**config.mk**
```make
export PLATFORM = sky130hd
export DESIGN_NAME = toy_isa_execute_unit_top
export DESIGN_NICKNAME = d
export VERILOG_FILES = /design/src/rtl/tisa_pkg.sv /design/src/rtl/toy_isa_execute_unit_top.sv /design/src/rtl/tisa_front.sv /design/src/rtl/tisa_queue.sv /design/src/rtl/tisa_back.sv
export SDC_FILE = /design/constraint.sdc
export NUM_CORES = 2
export LEC_CHECK = 0
export BUFFER_PORTS_ARGS = -buffer_cell sky130_fd_sc_hd__buf_2
export CAP_MARGIN = 20
export CELL_PAD_IN_SITES_DETAIL_PLACEMENT = 0
export CELL_PAD_IN_SITES_GLOBAL_PLACEMENT = 1
export CORE_ASPECT_RATIO = 1.5
export CORE_MARGIN = 1.5
export CORE_UTILIZATION = 50
export CTS_BUF_LIST = sky130_fd_sc_hd__clkbuf_4 sky130_fd_sc_hd__clkbuf_8 sky130_fd_sc_hd__clkbuf_16
export CTS_CLUSTER_DIAMETER = 80
export DETAILED_ROUTE_END_ITERATION = 10
export GPL_ROUTABILITY_DRIVEN = 0
export PLACE_DENSITY_LB_ADDON = 0.1
export SYNTH_ARGS = -nofsm -noshare
export SYNTH_HDL_FRONTEND = slang
export SYNTH_SLANG_ARGS = --single-unit
```
**constraint.sdc**
```tcl
create_clock -name clk -period 10.6 [get_ports clk]
set_input_delay 2.12 -clock clk [delete_from_list [all_inputs] [get_ports clk]]
set_output_delay 2.12 -clock clk [all_outputs]
set_load 0.05 [all_outputs]
```
**src/rtl/tisa_pkg.sv**
```systemverilog
`timescale 1ns / 1ps
// ----------------------------------------------------------------------------
// tisa_pkg
// Shared types and codes of the teaching-ISA execute unit: request and
// result payloads, opcodes and the decoded micro-op handed from front to back.
// ----------------------------------------------------------------------------
package tisa_pkg;

  localparam int NUM_REGS = 32;
  localparam int IDX_W    = $clog2(NUM_REGS);
  localparam int DATA_W   = 32;

  // Request types
  localparam logic [1:0] REQ_EXEC  = 2'd0;
  localparam logic [1:0] REQ_WRITE = 2'd1;
  localparam logic [1:0] REQ_READ  = 2'd2;

  // Opcodes, instruction bits 31..26
  localparam logic [5:0] OP_ADD  = 6'd1;
  localparam logic [5:0] OP_SUB  = 6'd2;
  localparam logic [5:0] OP_ADDI = 6'd17;
  localparam logic [5:0] OP_BNE  = 6'd18;
  localparam logic [5:0] OP_BEQ  = 6'd19;
  localparam logic [5:0] OP_JUMP = 6'd33;
  localparam logic [5:0] OP_LD   = 6'd48;
  localparam logic [5:0] OP_ST   = 6'd49;

  typedef enum logic [3:0] {
    K_ADD,
    K_SUB,
    K_ADDI,
    K_BNE,
    K_BEQ,
    K_JUMP,
    K_STEP,
    K_BAD,
    K_WRITE,
    K_READ,
    K_NOP
  } kind_t;

  typedef struct packed {
    logic [1:0]               req_type;
    logic [31:0]              instr_word;
    logic [4:0]               reg_index;
    logic signed [DATA_W-1:0] write_value;
  } req_item_t;

  typedef struct packed {
    logic signed [DATA_W-1:0] pc_value;
    logic signed [DATA_W-1:0] read_data;
    logic                     unknown_op;
  } rsp_item_t;

  // Decoded operation: dst is the written register, src1/src2 the operand
  // registers, operand_imm the sign-extended immediate or the write value.
  typedef struct packed {
    kind_t             kind;
    logic [IDX_W-1:0]  dst;
    logic [IDX_W-1:0]  src1;
    logic [IDX_W-1:0]  src2;
    logic [DATA_W-1:0] operand_imm;
  } uop_t;

endpackage

```
**src/rtl/toy_isa_execute_unit_top.sv**
```systemverilog
`timescale 1ns / 1ps
// ----------------------------------------------------------------------------
// toy_isa_execute_unit_top
// Execute unit for a small teaching ISA: 32 registers of 32 bits with the
// PC as register 0, plus a debug path that writes and reads registers.
// ----------------------------------------------------------------------------
//
//   channel  | signals                          | moves
//   ---------+----------------------------------+------------------------------
//   request  | req_valid, req_ready, req_item   | one execute/write/read request
//   response | rsp_valid, rsp_ready, rsp_item   | PC, read data, unknown flag
//
// One request per cycle sustained while the response side keeps rsp_ready
// high; each transfer in gives exactly one transfer out, in order. A
// result passes through the issue queue, the execute stage (operand read,
// add/compare, register write) and the result register. The queue of
// QUEUE_DEPTH entries absorbs response stalls; req_ready drops only when
// it is full. Reset is synchronous and clears the PC, all register valid
// bits (so every register reads zero) and all pipeline valid state.
//
module toy_isa_execute_unit_top import tisa_pkg::*; #(
  parameter int QUEUE_DEPTH = 4
) (
  input  logic      clk,
  input  logic      rst,
  input  logic      req_valid,
  output logic      req_ready,
  input  req_item_t req_item,
  output logic      rsp_valid,
  input  logic      rsp_ready,
  output rsp_item_t rsp_item
);

  // front to queue
  logic push_valid;
  logic push_ready;
  uop_t push_uop;

  // queue to back
  logic pop_valid;
  logic pop_ready;
  uop_t pop_uop;

  // Decode each request into a micro-op
  tisa_front u_front (
    .req_valid  (req_valid),
    .req_ready  (req_ready),
    .req_item   (req_item),
    .push_valid (push_valid),
    .push_ready (push_ready),
    .push_uop   (push_uop)
  );

  // Hold decoded work while the back end stalls
  tisa_queue #(
    .DEPTH (QUEUE_DEPTH)
  ) u_queue (
    .clk        (clk),
    .rst        (rst),
    .push_valid (push_valid),
    .push_ready (push_ready),
    .push_uop   (push_uop),
    .pop_valid  (pop_valid),
    .pop_ready  (pop_ready),
    .pop_uop    (pop_uop)
  );

  // Execute against the register file and register the result
  tisa_back u_back (
    .clk       (clk),
    .rst       (rst),
    .q_valid   (pop_valid),
    .q_ready   (pop_ready),
    .q_uop     (pop_uop),
    .rsp_valid (rsp_valid),
    .rsp_ready (rsp_ready),
    .rsp_item  (rsp_item)
  );

endmodule

```
**src/rtl/tisa_front.sv**
```systemverilog
`timescale 1ns / 1ps
// ----------------------------------------------------------------------------
// tisa_front
// Accepts requests, decodes the instruction word and pushes one micro-op per
// request into the issue queue.
// ----------------------------------------------------------------------------
module tisa_front import tisa_pkg::*; (
  input  logic      req_valid,
  output logic      req_ready,
  input  req_item_t req_item,
  output logic      push_valid,
  input  logic      push_ready,
  output uop_t      push_uop
);

  logic [5:0]        opcode;
  logic [DATA_W-1:0] imm_ext;

  assign opcode  = req_item.instr_word[31:26];
  assign imm_ext = {{(DATA_W - 16){req_item.instr_word[15]}}, req_item.instr_word[15:0]};

  assign req_ready  = push_ready;
  assign push_valid = req_valid;

  always_comb begin
    push_uop.kind        = K_NOP;
    push_uop.dst         = req_item.instr_word[25:21];
    push_uop.src1        = req_item.instr_word[20:16];
    push_uop.src2        = req_item.instr_word[15:11];
    push_uop.operand_imm = imm_ext;
    unique case (req_item.req_type)
      REQ_EXEC: begin
        unique case (opcode)
          OP_ADD:  push_uop.kind = K_ADD;
          OP_SUB:  push_uop.kind = K_SUB;
          OP_ADDI: push_uop.kind = K_ADDI;
          OP_BNE: begin
            // compare r[A] with r[B]
            push_uop.kind = K_BNE;
            push_uop.src1 = req_item.instr_word[25:21];
            push_uop.src2 = req_item.instr_word[20:16];
          end
          OP_BEQ: begin
            push_uop.kind = K_BEQ;
            push_uop.src1 = req_item.instr_word[25:21];
            push_uop.src2 = req_item.instr_word[20:16];
          end
          OP_JUMP: push_uop.kind = K_JUMP;
          OP_LD,
          OP_ST:   push_uop.kind = K_STEP;
          default: push_uop.kind = K_BAD;
        endcase
      end
      REQ_WRITE: begin
        push_uop.kind        = K_WRITE;
        push_uop.dst         = req_item.reg_index;
        push_uop.operand_imm = req_item.write_value;
      end
      REQ_READ: begin
        push_uop.kind = K_READ;
        push_uop.src1 = req_item.reg_index;
      end
      default: push_uop.kind = K_NOP;
    endcase
  end

endmodule

```
**src/rtl/tisa_queue.sv**
```systemverilog
`timescale 1ns / 1ps
// ----------------------------------------------------------------------------
// tisa_queue
// Small FIFO of decoded micro-ops between front and back.
// ----------------------------------------------------------------------------
module tisa_queue import tisa_pkg::*; #(
  parameter int DEPTH = 4
) (
  input  logic clk,
  input  logic rst,
  input  logic push_valid,
  output logic push_ready,
  input  uop_t push_uop,
  output logic pop_valid,
  input  logic pop_ready,
  output uop_t pop_uop
);

  localparam int PTR_W = (DEPTH > 1) ? $clog2(DEPTH) : 1;
  localparam int CNT_W = $clog2(DEPTH + 1);

  uop_t             entries [DEPTH];
  logic [PTR_W-1:0] wr_ptr;
  logic [PTR_W-1:0] rd_ptr;
  logic [CNT_W-1:0] count;
  logic             do_push;
  logic             do_pop;

  assign push_ready = (count != CNT_W'(DEPTH));
  assign pop_valid  = (count != '0);
  assign pop_uop    = entries[rd_ptr];
  assign do_push    = push_valid && push_ready;
  assign do_pop     = pop_valid && pop_ready;

  always_ff @(posedge clk) begin
    if (do_push) begin
      entries[wr_ptr] <= push_uop;
    end
  end

  always_ff @(posedge clk) begin
    if (rst) begin
      wr_ptr <= '0;
      rd_ptr <= '0;
      count  <= '0;
    end else begin
      if (do_push) begin
        wr_ptr <= (wr_ptr == PTR_W'(DEPTH - 1)) ? '0 : wr_ptr + 1'b1;
      end
      if (do_pop) begin
        rd_ptr <= (rd_ptr == PTR_W'(DEPTH - 1)) ? '0 : rd_ptr + 1'b1;
      end
      if (do_push && !do_pop) begin
        count <= count + 1'b1;
      end else if (do_pop && !do_push) begin
        count <= count - 1'b1;
      end
    end
  end

endmodule

```
**src/rtl/tisa_back.sv**
```systemverilog
`timescale 1ns / 1ps
// ----------------------------------------------------------------------------
// tisa_back
// Register file, execute stage and result register. Operands are read into
// the execute stage with write-through bypass; the PC lives in its own
// register and stands in for register 0.
// ----------------------------------------------------------------------------
module tisa_back import tisa_pkg::*; (
  input  logic      clk,
  input  logic      rst,
  input  logic      q_valid,
  output logic      q_ready,
  input  uop_t      q_uop,
  output logic      rsp_valid,
  input  logic      rsp_ready,
  output rsp_item_t rsp_item
);

  logic [DATA_W-1:0]   regs [NUM_REGS];
  logic [NUM_REGS-1:0] reg_vld;
  logic [DATA_W-1:0]   pc;
  logic [DATA_W-1:0]   pc_next;

  logic              ex_valid;
  uop_t              ex_uop;
  logic [DATA_W-1:0] ex_opa;
  logic [DATA_W-1:0] ex_opb;
  logic              ex_fire;
  logic              ex_load;

  logic [DATA_W-1:0] opa;
  logic [DATA_W-1:0] opb;
  logic [DATA_W-1:0] alu_res;
  logic [DATA_W-1:0] rd_out;
  logic              wr_en;
  logic [DATA_W-1:0] wr_data;
  logic              wr_go;
  logic              bad;

  assign ex_fire = ex_valid && (!rsp_valid || rsp_ready);
  assign q_ready = !ex_valid || ex_fire;
  assign ex_load = q_valid && q_ready;

  // register 0 is the PC
  assign opa = (ex_uop.src1 == '0) ? pc : ex_opa;
  assign opb = (ex_uop.src2 == '0) ? pc : ex_opb;

  always_comb begin
    pc_next = pc;
    wr_en   = 1'b0;
    wr_data = '0;
    rd_out  = '0;
    bad     = 1'b0;
    alu_res = opa + opb;
    unique case (ex_uop.kind)
      K_ADD:  alu_res = opa + opb;
      K_SUB:  alu_res = opa - opb;
      K_ADDI: alu_res = opa + ex_uop.operand_imm;
      default: alu_res = opa + opb;
    endcase
    unique case (ex_uop.kind)
      K_ADD, K_SUB, K_ADDI: begin
        // destination PC: written, then incremented
        if (ex_uop.dst == '0) begin
          pc_next = alu_res + 1'b1;
        end else begin
          wr_en   = 1'b1;
          wr_data = alu_res;
          pc_next = pc + 1'b1;
        end
      end
      K_BNE:  pc_next = pc + ((opa != opb) ? ex_uop.operand_imm : DATA_W'(1));
      K_BEQ:  pc_next = pc + ((opa == opb) ? ex_uop.operand_imm : DATA_W'(1));
      K_JUMP: pc_next = pc + ex_uop.operand_imm;
      K_STEP: pc_next = pc + 1'b1;
      K_BAD:  bad = 1'b1;
      K_WRITE: begin
        if (ex_uop.dst == '0) begin
          pc_next = ex_uop.operand_imm;
        end else begin
          wr_en   = 1'b1;
          wr_data = ex_uop.operand_imm;
        end
      end
      K_READ:  rd_out = opa;
      default: pc_next = pc;
    endcase
  end

  assign wr_go = ex_fire && wr_en;

  always_ff @(posedge clk) begin
    if (wr_go) begin
      regs[ex_uop.dst] <= wr_data;
    end
  end

  // operand read with bypass of the write retiring in the same cycle
  always_ff @(posedge clk) begin
    if (ex_load) begin
      ex_uop <= q_uop;
      if (wr_go && (ex_uop.dst == q_uop.src1)) begin
        ex_opa <= wr_data;
      end else begin
        ex_opa <= reg_vld[q_uop.src1] ? regs[q_uop.src1] : '0;
      end
      if (wr_go && (ex_uop.dst == q_uop.src2)) begin
        ex_opb <= wr_data;
      end else begin
        ex_opb <= reg_vld[q_uop.src2] ? regs[q_uop.src2] : '0;
      end
    end
  end

  always_ff @(posedge clk) begin
    if (ex_fire) begin
      rsp_item.pc_value   <= pc_next;
      rsp_item.read_data  <= rd_out;
      rsp_item.unknown_op <= bad;
    end
  end

  always_ff @(posedge clk) begin
    if (rst) begin
      ex_valid  <= 1'b0;
      rsp_valid <= 1'b0;
      reg_vld   <= '0;
      pc        <= '0;
    end else begin
      if (q_ready) begin
        ex_valid <= q_valid;
      end
      if (ex_fire) begin
        rsp_valid <= 1'b1;
        pc        <= pc_next;
      end else if (rsp_ready) begin
        rsp_valid <= 1'b0;
      end
      if (wr_go) begin
        reg_vld[ex_uop.dst] <= 1'b1;
      end
    end
  end

endmodule

```
==> impl_summary.md <==
Final layout
Once layout is done, the placed cells without fillers occupy about 83000 um2. The count of nets after finishing is about 4.9k. The area taken by multi-input logic gates is just under 30000 um2. The sequential cells in the finished layout cover a total of 43800 um2. The final non-filler cell total is 6739.

The post-synthesis to final-layout area growth is 10.7%. The layout filler cell count is about 12k. The proportion of layout cells with a drive suffix above 1 is between 20% and 30%.

Job
Max-cap violations in this run came to 0.

Logic synthesis
The proportion of netlist area held by the largest area contributor is between 50 and 60%. Of the synthesized area, sequential elements account for roughly 59%. The gate count after technology mapping is 4594.

Counting flops and latches in the post-synthesis netlist gives approximately 1.5k. The count of flip-flops with a built-in enable after synthesis is roughly 1.4k. Of all flip-flops after synthesis, the portion carrying an async set or reset was 0%. The number of library cell types mapped by synthesis is 100. The top cell type by total area after synthesis is sky130_fd_sc_hd__edfxtp_1. The most used flip-flop cell after synthesis is sky130_fd_sc_hd__edfxtp_1. During synthesis, Yosys emitted a total of 0 warnings. Dividing the synthesized area by the synthesized cell count gives approximately 16 um2.

Yosys attributes the largest share of cell area to sky130_fd_sc_hd__edfxtp_1 (57%), sky130_fd_sc_hd__mux4_2 (21%), sky130_fd_sc_hd__dfxtp_1 (2.0%), sky130_fd_sc_hd__ha_1 (1.8%), sky130_fd_sc_hd__nor2_1 (1.6%). In this run the cell area of the synthesized design comes to about 75000 um2.

Pwr
For this design the static power due to leakage is about 27 nW. For this design the ratio of total power to cell area is 340 nW/um2. The design draws 28.1 mW. The maximum vdd drop is about 0.4 mV.

Global routing
The initial antenna violation count is 3. The first global-routing pass estimated between 300000 and 400000 um of wire. The largest net degree at the start of global routing is 140.

The total routing usage reported by global routing is between 20 and 30%. The total grt overflow is 0. The via count of the first global-routing pass is between 40k and 50k.

Route
After detailed routing, the number of remaining DRC violations is 0. The routed design has ~220000 um of wire. The count of routing violations after the opening detailed-route iteration is 4818.

The average wire length per cell after detail routing is approximately 33 um. The routed layout has about 45k vias. The highest routed metal layer is met5. The detail-routed via count per cell is 6.63. The first detailed-routing pass ran for 5 iterations. For this block, wires on met1 add up to 80900 um. The total length of routed met3 wires is approximately 13000 um. The remaining antenna violation count is 0.

The met2 wire length is roughly 120000 um.

Die
The chip width is between 300 and 400 um. The vertical die dimension is 476 um. The die covers 152000 um2. approximately 140 I/O pins were placed.

The initial cell density of the core is between 50 and 60%. Row generation in the floorplan step produced 173 rows. The floorplan step defined a core boundary enclosing 148000 um2.

Worst setup path
Data on the critical path arrives at its endpoint at ~8.8 ns. For the worst setup path, the data required time is between 10 and 15 ns. The type of origin of the critical path is a flip-flop. The critical path starts at u_back.ex_uop[32]$_DFFE_PP_. The number of cells on the worst reg-to-reg path is 22.

The worst setup path is captured at a flip-flop. The worst reg-to-reg setup slack is ~2.3 ns. The startpoint identified for the worst register-to-register timing path is u_back.ex_uop[32]$_DFFE_PP_.

The type of the worst setup path is flip-flop to flip-flop. Along the worst path, the maximum fanout reaches 32. The destination of the worst register-to-register timing path is u_back.rsp_item[56]$_DFFE_PP_. The end point of the critical path is u_back.rsp_item[56]$_DFFE_PP_.

Place
Detailed placement ended at an HPWL of around 150000 um. The area after detailed placement is 77800 um2. The number of cells after detailed placement is about 6.5k.

The worst slack at placement is between 2 and 2.5 ns. Port buffering added ~140 buffers.

Timing
The clock arrives with approximately 0.030 ns of skew. In the final timing run, aggregate negative setup slack is 0 ns. The number of hold violations in the final report is 0.

At the pin with the least slew margin, the transition time is 1.30 ns. The upper clock frequency limit is roughly 120 MHz. The number of pins with negative max-slew slack in the final report is 0.

Setup violations remaining at the end of the flow were counted as 0. Across all setup checks in the final design, the least slack found is between 2 and 2.5 ns. Setup repair after global routing left no endpoint under its margin. After layout, the minimum clock period comes to around 8.3 ns. The part of the cycle the worst path needs is just under 80%. The headroom to the max-slew limit is between 10% and 20%.

Clocking
After clock tree synthesis, the clock-pin slew on the worst setup and hold paths is around 0.070 ns. The hold-fix buffer count after cts is 0. The total number of clock tree sinks is between 1k and 1.5k.

The longest clock path from root to sink contains 3 buffers. CTS placed an instance of sky130_fd_sc_hd__clkbuf_16 at the clock tree root. The clock tree synthesis step divided the H-tree into 4 levels. TritonCTS created between 100 and 150 clock buffers. After clock tree synthesis, the setup repair step added 0 buffers.

Gates resized during post-CTS repair numbered 0. The worst-skew pair later-pin latency is around 0.80 ns. TritonCTS built the clock tree.

Run status
The flow ran to the end, and the final reports show no timing, DRC or antenna violations.

Min path
In this run the worst hold path is classified as flip-flop to flip-flop. The startpoint identified for the worst hold timing path is u_back.reg_vld[0]$_SDFFE_PP0P_.
[how the worst min path moves through the flow]
stage	endpoint	slack [ns]	cells after the start
5_1_grt	u_back.reg_vld[0]$_SDFFE_PP0P_	0.51	1
3_5_place_dp	u_back.reg_vld[0]$_SDFFE_PP0P_	0.48	1
3_3_place_gp	u_back.reg_vld[4]$_SDFFE_PP0P_	0.46	2
2_1_floorplan	u_back.reg_vld[0]$_SDFFE_PP0P_	0.45	1
4_1_cts	u_back.reg_vld[0]$_SDFFE_PP0P_	0.49	1
6_report	u_back.reg_vld[0]$_SDFFE_PP0P_	0.49	1
[routing by layer]
layer / up-vias / global-route usage (%)
li1: 19000 / -
met1: 23300 / 35.7
met2: 1863 / 52.0
met3: 473 / 4.10
met4: 2 / 14.8
met5: - / 0
[registers in the layout (all words and copies together) (netlist names), named ones only]
signal / cells
u_queue.wr_ptr: 2
u_back.ex_opb: 32
u_back.ex_valid: 1
u_queue.entries: 204
u_back.pc: 32
u_back.reg_vld: 32
u_back.ex_opa: 32
u_queue.count: 3
u_back.ex_uop: 51
u_back.rsp_valid: 1
u_queue.rd_ptr: 2
u_back.regs: 1024
u_back.rsp_item: 65
[synthesized netlist by cell type, drive strengths merged (11+ instances only)]
cell type,number
o22ai,33
mux2i,111
o221ai,22
a221oi,14
nand3,54
nor2,310
nor2b,43
a211oi,11
o21ai,150
a21oi,201
and3,26
xor2,48
edfxtp,1408
nor3,42
a311oi,11
nand2b,21
o211ai,11
or3,15
mux2,87
o21a,21
ha,110
nand2,232
xnor2,62
clkbuf,215
buf,108
nor4,14
a31oi,23
a22oi,32
or4,14
mux4,711
nand4,34
dfxtp,75
inv,65
a21o,40
and2,53
[metrics by stage]
stage / util [%] / hold WS [ns]
after global placement: 52.5 / 0.463
after global routing: 55.7 / 0.514
after detailed placement: 52.5 / 0.476
final: 55.7 / 0.486
after floorplan: - / 0.451
after CTS: 55.6 / 0.486
[worst max-delay path: stages (launching register included)]
cell	delay, ns
sky130_fd_sc_hd__edfxtp_1	0.35
sky130_fd_sc_hd__or4_1	0.61
sky130_fd_sc_hd__nor2_4	0.77
sky130_fd_sc_hd__mux2i_1	0.25
sky130_fd_sc_hd__ha_1	0.47
sky130_fd_sc_hd__nand3_1	0.28
sky130_fd_sc_hd__or4_1	0.71
sky130_fd_sc_hd__nor3_1	0.17
sky130_fd_sc_hd__nand4b_1	0.20
sky130_fd_sc_hd__mux2i_2	0.20
sky130_fd_sc_hd__buf_4	0.26
sky130_fd_sc_hd__and2_1	0.22
sky130_fd_sc_hd__ha_1	0.28
sky130_fd_sc_hd__and3_1	0.17
sky130_fd_sc_hd__o2111ai_1	0.23
sky130_fd_sc_hd__a2111oi_0	1.10
sky130_fd_sc_hd__o21ai_0	0.49
sky130_fd_sc_hd__nor2_1	0.29
sky130_fd_sc_hd__o21bai_1	0.18
sky130_fd_sc_hd__xnor2_1	0.14
sky130_fd_sc_hd__o21ai_0	0.11
sky130_fd_sc_hd__nor3_1	0.47
sky130_fd_sc_hd__nor2_1	0.10
[where the power goes]
group / internal, mW / switching, mW / leakage [nW]
clock network: 2.91 / 2.26 / 2.32
registers: 8.05 / 0.644 / 13.4
logic: 5.61 / 8.63 / 11.3
[layout make-up]
type                    count  area share, %
diodes                      1        0.00303
well taps                1925           2.91
flip-flops and latches   1483           53.0
repair buffers            253           2.07
clock buffers             177           4.74
multi-input cells        2754           36.1
inverters                  65          0.298
clock inverters            81          0.927
[cells by family (layout without fill, tap and decap cells)]
family	Yosys count	count (layout)	synth area share, %
AOI/OAI and AO/OA	679	679	5.89
and+or+nand+nor	910	910	5.88
other	1	33	0.00502
buffers and inverters	388	576	2.06
DFF	1483	1483	58.6
xor gates and xnor gates	110	110	1.30
muxes	909	909	24.3
adders and majority gates	114	114	1.95
[layout by cell type, fill, tap and decap left out, types with 22 or more instances in the layout]
cell                           n
sky130_fd_sc_hd__edfxtp_1   1408
sky130_fd_sc_hd__mux4_2      703
sky130_fd_sc_hd__nor2_1      276
sky130_fd_sc_hd__nand2_1     232
sky130_fd_sc_hd__a21oi_1     198
sky130_fd_sc_hd__clkbuf_16   147
sky130_fd_sc_hd__buf_2       141
sky130_fd_sc_hd__o21ai_0     133
sky130_fd_sc_hd__ha_1        110
sky130_fd_sc_hd__mux2i_1     109
sky130_fd_sc_hd__buf_4       101
sky130_fd_sc_hd__mux2_2       87
sky130_fd_sc_hd__dfxtp_1      73
sky130_fd_sc_hd__inv_1        64
sky130_fd_sc_hd__xnor2_1      61
sky130_fd_sc_hd__and2_1       52
sky130_fd_sc_hd__nand3_1      51
sky130_fd_sc_hd__xor2_1       48
sky130_fd_sc_hd__nor2b_1      43
sky130_fd_sc_hd__a21o_1       40
sky130_fd_sc_hd__nor3_1       40
sky130_fd_sc_hd__nand4_1      33
sky130_fd_sc_hd__o22ai_1      33
sky130_fd_sc_hd__clkinv_1     33
sky130_fd_sc_hd__nor2_4       32
sky130_fd_sc_hd__a22oi_1      32
sky130_fd_sc_hd__conb_1       32
sky130_fd_sc_hd__clkbuf_4     28
sky130_fd_sc_hd__a31oi_1      23
sky130_fd_sc_hd__and3_1       22
sky130_fd_sc_hd__o221ai_1     22
No activity file was read; power rests on OpenSTA's default activity.
